===== src/grmd_pkg.sv =====
package grmd_pkg;

  localparam int NUM_W  = 23;
  localparam int TRIG_W = 14;
  localparam int DX_W   = 23;
  localparam int ACC_W  = 30;
  localparam int PT_W   = 20;
  localparam int CELLS  = 256;

  typedef enum logic [1:0] {
    CFG_FOV  = 2'd0,
    CFG_MAXD = 2'd1,
    CFG_STEP = 2'd2
  } cfg_idx_e;

  typedef struct packed {
    logic wr;
    logic load;
    logic div_step;
    logic trig;
    logic scale;
    logic march;
  } ctrl_t;

  typedef struct packed {
    logic max_zero;
    logic stop;
  } stat_t;

  function automatic logic [12:0] qsine_tab(input logic [6:0] idx);
    logic [12:0] v;
    case (idx)
      7'd0:  v = 13'd0;    7'd1:  v = 13'd101;  7'd2:  v = 13'd201;  7'd3:  v = 13'd301;
      7'd4:  v = 13'd401;  7'd5:  v = 13'd501;  7'd6:  v = 13'd601;  7'd7:  v = 13'd700;
      7'd8:  v = 13'd799;  7'd9:  v = 13'd897;  7'd10: v = 13'd995;  7'd11: v = 13'd1092;
      7'd12: v = 13'd1189; 7'd13: v = 13'd1285; 7'd14: v = 13'd1380; 7'd15: v = 13'd1474;
      7'd16: v = 13'd1567; 7'd17: v = 13'd1660; 7'd18: v = 13'd1751; 7'd19: v = 13'd1842;
      7'd20: v = 13'd1931; 7'd21: v = 13'd2019; 7'd22: v = 13'd2106; 7'd23: v = 13'd2191;
      7'd24: v = 13'd2276; 7'd25: v = 13'd2359; 7'd26: v = 13'd2440; 7'd27: v = 13'd2520;
      7'd28: v = 13'd2598; 7'd29: v = 13'd2675; 7'd30: v = 13'd2751; 7'd31: v = 13'd2824;
      7'd32: v = 13'd2896; 7'd33: v = 13'd2967; 7'd34: v = 13'd3035; 7'd35: v = 13'd3102;
      7'd36: v = 13'd3166; 7'd37: v = 13'd3229; 7'd38: v = 13'd3290; 7'd39: v = 13'd3349;
      7'd40: v = 13'd3406; 7'd41: v = 13'd3461; 7'd42: v = 13'd3513; 7'd43: v = 13'd3564;
      7'd44: v = 13'd3612; 7'd45: v = 13'd3659; 7'd46: v = 13'd3703; 7'd47: v = 13'd3745;
      7'd48: v = 13'd3784; 7'd49: v = 13'd3822; 7'd50: v = 13'd3857; 7'd51: v = 13'd3889;
      7'd52: v = 13'd3920; 7'd53: v = 13'd3948; 7'd54: v = 13'd3973; 7'd55: v = 13'd3996;
      7'd56: v = 13'd4017; 7'd57: v = 13'd4036; 7'd58: v = 13'd4052; 7'd59: v = 13'd4065;
      7'd60: v = 13'd4076; 7'd61: v = 13'd4085; 7'd62: v = 13'd4091; 7'd63: v = 13'd4095;
      7'd64: v = 13'd4096;
      default: v = 13'd4096;
    endcase
    return v;
  endfunction

  // Sine magnitude for a quarter-wave position scaled to 10 bits.
  function automatic logic [12:0] qsine_mag(input logic [10:0] p10);
    logic [6:0]  idx;
    logic [3:0]  frac;
    logic [12:0] t0;
    logic [12:0] t1;
    logic [10:0] prod;
    logic [12:0] m;
    idx  = p10[10:4];
    frac = p10[3:0];
    t0   = qsine_tab(idx);
    t1   = qsine_tab(idx + 7'd1);
    prod = {4'b0, 7'(t1 - t0)} * {7'b0, frac};
    if (idx >= 7'd64) begin
      m = 13'd4096;
    end else begin
      m = t0 + {6'b0, prod[10:4]};
    end
    return m;
  endfunction

endpackage


===== src/grmd_ctrl.sv =====
module grmd_ctrl import grmd_pkg::*; (
  input  logic  clk_i,
  input  logic  rst_ni,
  input  logic  start_i,
  input  logic  cmd_i,
  input  stat_t stat_i,
  output ctrl_t ctl_o,
  output logic  busy_o,
  output logic  out_valid_o
);

  typedef enum logic [5:0] {
    S_IDLE  = 6'b000001,
    S_DIV   = 6'b000010,
    S_TRIG  = 6'b000100,
    S_SCALE = 6'b001000,
    S_MARCH = 6'b010000,
    S_OUT   = 6'b100000
  } state_e;

  state_e state_q, state_d;

  always_comb begin
    state_d = state_q;
    ctl_o   = '0;
    case (state_q)
      S_IDLE: begin
        ctl_o.wr   = start_i & ~cmd_i;
        ctl_o.load = start_i & cmd_i;
        if (start_i && cmd_i) begin
          state_d = S_DIV;
        end
      end
      S_DIV: begin
        ctl_o.div_step = 1'b1;
        state_d        = S_TRIG;
      end
      S_TRIG: begin
        ctl_o.trig = 1'b1;
        state_d    = S_SCALE;
      end
      S_SCALE: begin
        ctl_o.scale = 1'b1;
        state_d     = stat_i.max_zero ? S_OUT : S_MARCH;
      end
      S_MARCH: begin
        ctl_o.march = 1'b1;
        if (stat_i.stop) begin
          state_d = S_OUT;
        end
      end
      S_OUT: begin
        state_d = S_IDLE;
      end
      default: begin
        state_d = S_IDLE;
      end
    endcase
  end

  always_ff @(posedge clk_i or negedge rst_ni) begin
    if (!rst_ni) begin
      state_q <= S_IDLE;
    end else begin
      state_q <= state_d;
    end
  end

  assign busy_o      = (state_q != S_IDLE);
  assign out_valid_o = (state_q == S_OUT);

endmodule


===== config.mk =====
export PLATFORM = sky130hd
export DESIGN_NAME = grmd_ctrl
export DESIGN_NICKNAME = d
export VERILOG_FILES = /design/src/grmd_pkg.sv /design/src/grmd_ctrl.sv
export SDC_FILE = /design/constraint.sdc
export NUM_CORES = 1
export LEC_CHECK = 0
export BUFFER_PORTS_ARGS = -buffer_cell sky130_fd_sc_hd__buf_2
export CAP_MARGIN = 20
export CORE_AREA = 5 5 42 44
export DETAILED_ROUTE_END_ITERATION = 10
export DIE_AREA = 0 0 47 49
export GPL_TIMING_DRIVEN = 0
export PLACE_DENSITY_LB_ADDON = 0.15
export RECOVER_POWER = 50
export SKIP_CTS_REPAIR_TIMING = 1
export SLEW_MARGIN = 20
export SYNTH_ARGS = -nofsm -noshare
export SYNTH_HDL_FRONTEND = slang
export SYNTH_SLANG_ARGS = --single-unit

===== constraint.sdc =====
create_clock -name clk_i -period 2.1 [get_ports clk_i]
set_input_delay 0.525 -clock clk_i [delete_from_list [all_inputs] [get_ports clk_i]]
set_output_delay 0.525 -clock clk_i [all_outputs]
set_load 0.1 [all_outputs]

==> results_dict.tcl <==
set metrics [dict create \
    relSlewSlack 0.776 \
    yosys-top-cells-area "dfrtp_1 (33%), dfstp_2 (7.0%), nor4_2 (6.7%), nand2b_1 (5.0%), a22o_1 (4.7%)" \
    dieArea_um2 2300 \
    cts_buffer_depth 2 \
    synth_top_area_frac 0.333 \
    layout_min_cycle_time_ps 2380 \
    cellLeakagePower_nw 0.295 \
    yosysWarnings 0 \
    die_y_um 49 \
    timing.max_cap.violations 0 \
    clk_pin_slew_ps 50 \
    via_per_inst 4.88 \
    drc 0 \
    regMostFlops "state_q" \
    synth_flop_cell "dfrtp_1" \
    vdd.ir_drop.worst_v 0.000380 \
    grt_pass1_wl_um 1440 \
    initial_utilization 0.268 \
    synth_common_cells "dfrtp_1 (5), nand2b_1 (3), nor2_1 (3)" \
    drt_pre_antenna_iters 2 \
    fp.dieW_um 47 \
    core-area_um2 1400 \
    clkLatencyLatePin_ps 240 \
    n_fill_cell 143 \
    layout_setup_ws_ps -284 \
    yosys.area.top_type "dfrtp_1" \
    portBuffers 13 \
    final_max_slew_viol_count 0 \
    hpwl_um 651 \
    syn_inst 37 \
    setup_violations 4 \
    rsz0062_at_grt "yes" \
    cp-start-kind "register" \
    skew_ps 0.929 \
    fin_setup_tns_ps -760 \
    cp.arrival_ps 1860 \
    yosysMostFrequentCell "dfrtp_1" \
    largest_reg_flops 6 \
    grt_overflow_total 0 \
    drive_gt1_frac 0.633 \
    pre_cts_ws_ps -298 \
    synth_area_per_cell_um2 10.1 \
    layoutNonFillerInstCount 76 \
    dp.cells 66 \
    crit_type "register to output port" \
    cts_tree "built" \
    multi_input_comb_area_um2 256 \
    violations "setup timing" \
    grt_pass1_vias 345 \
    worst_pin_slew_ps 336 \
    synth-edff-count 0 \
    vias 371 \
    hold_viol 0 \
    fin_crit_sh 1.14 \
    max_freq_ghz 0.419 \
    final_area_um2 664 \
    antenna_cells 0 \
    crit_path_end_kind "output port" \
    grt_max_degree 9 \
    wl_per_cell_um 12.8 \
    placed_cell_area_um2 517 \
    largestRegisters "state_q: 6 flops" \
    cts_buffers 3 \
    finalPower_w 0.000758 \
    antenna_found_initial 0 \
    cts_sinks 6 \
    h-tree-depth 1 \
    drt_iter0_drc 2 \
    wirelength_um 969 \
    io_pins 14 \
    async_reset_ff_frac 1.00 \
    nets 67 \
    hold_class "input port to async pin" \
    path_max_fanout 3 \
    cts-root-buf "clkbuf_4" \
    ys_types 23 \
    status "finished with violations" \
    gp_congestion 0.637 \
    syn_area_um2 375 \
    regArea_um2 156 \
    required_ps 1570 \
    ys_seq_elements 6 \
    yosysSeqAreaShare 0.403 \
    ant_nets 0 \
    p_per_area_nw_per_um2 1140 \
    grt.total_usage 0.0876 \
    synthesis.nets 43 \
    area_growth_pct 77.0 \
    row_count 14 \
]
==> area by class of cell <==
cell class              count  area share
multi-input cells          28       0.386
clock buffers               4      0.0395
inverters                   3      0.0282
well taps                  16      0.0301
repair buffers             19       0.281
flip-flops and latches      6       0.235
==> report_power, final <==
group	leakage, nW	switching (W)	internal (W)
logic	0.208	0.000299	0.000187
clock network	0.0150	0.0000448	0.0000722
registers	0.0730	0.0000157	0.000140
total	0.295	0.000359	0.000399
==> placed cells by master (no fill, tap or decap) <==
| master | instances |
|---|---|
| a221o_2 | 1 |
| a22o_1 | 2 |
| and2b_1 | 1 |
| and2b_2 | 2 |
| and3_1 | 1 |
| buf_12 | 4 |
| buf_2 | 4 |
| buf_4 | 7 |
| buf_6 | 2 |
| clkbuf_1 | 2 |
| clkbuf_4 | 4 |
| dfrtp_1 | 1 |
| dfrtp_2 | 4 |
| dfstp_2 | 1 |
| inv_1 | 2 |
| inv_8 | 1 |
| nand2_1 | 1 |
| nand2b_1 | 3 |
| nor2_1 | 2 |
| nor2_2 | 1 |
| nor2b_1 | 1 |
| nor2b_4 | 1 |
| nor3_1 | 1 |
| nor3b_4 | 1 |
| nor4_1 | 1 |
| nor4_4 | 3 |
| o211ai_1 | 1 |
| o21ai_0 | 2 |
| or2_4 | 1 |
| or4_4 | 1 |
| xor2_1 | 1 |
==> critical path, stage by stage (launching register included) <==
cell     delay, ps
dfrtp_2        410
or4_4          560
nor2b_4        200
inv_8           40
nor3b_4        200
buf_12         200
==> cells by family after synthesis <==
family | share of synthesized area
AND/OR/NAND/NOR | 0.420
AO/OA/AOI/OAI | 0.123
flip-flops | 0.403
buffers and inverters | 0.0300
XOR/XNOR | 0.0233
==> per-stage QoR <==
stage	util	hold WS, ps
final	0.474	150
after global routing	0.474	166
after CTS	0.388	90.7
after detailed placement	0.369	357
after global placement	0.369	357
after floorplan	-	229
==> final timing paths <==
path                       startpoint    endpoint  slack, ps  depth (start not counted)
min in group clk_i          stat_i[1]  state_q[5]        510                          2
min                            rst_ni  state_q[1]        150                          1
min reg2reg                state_q[4]  state_q[3]        600                          1
max in group asynchronous      rst_ni  state_q[0]       1660                          1
max reg2reg                state_q[3]  state_q[1]        590                          5
max                        state_q[3]    ctl_o[5]       -280                          5
==> routing by layer <==
metal  vias to the layer above  wire [um]  GRT usage  part of all wire
li1                        181          -          -                 -
met1                       179        397      0.109              0.41
met2                        11        510      0.129              0.53
met3                         0         60     0.0443             0.062
met4                         0          0     0.0276                 0
met5                         -          0          0                 0
(Power assumes the default switching activity.)
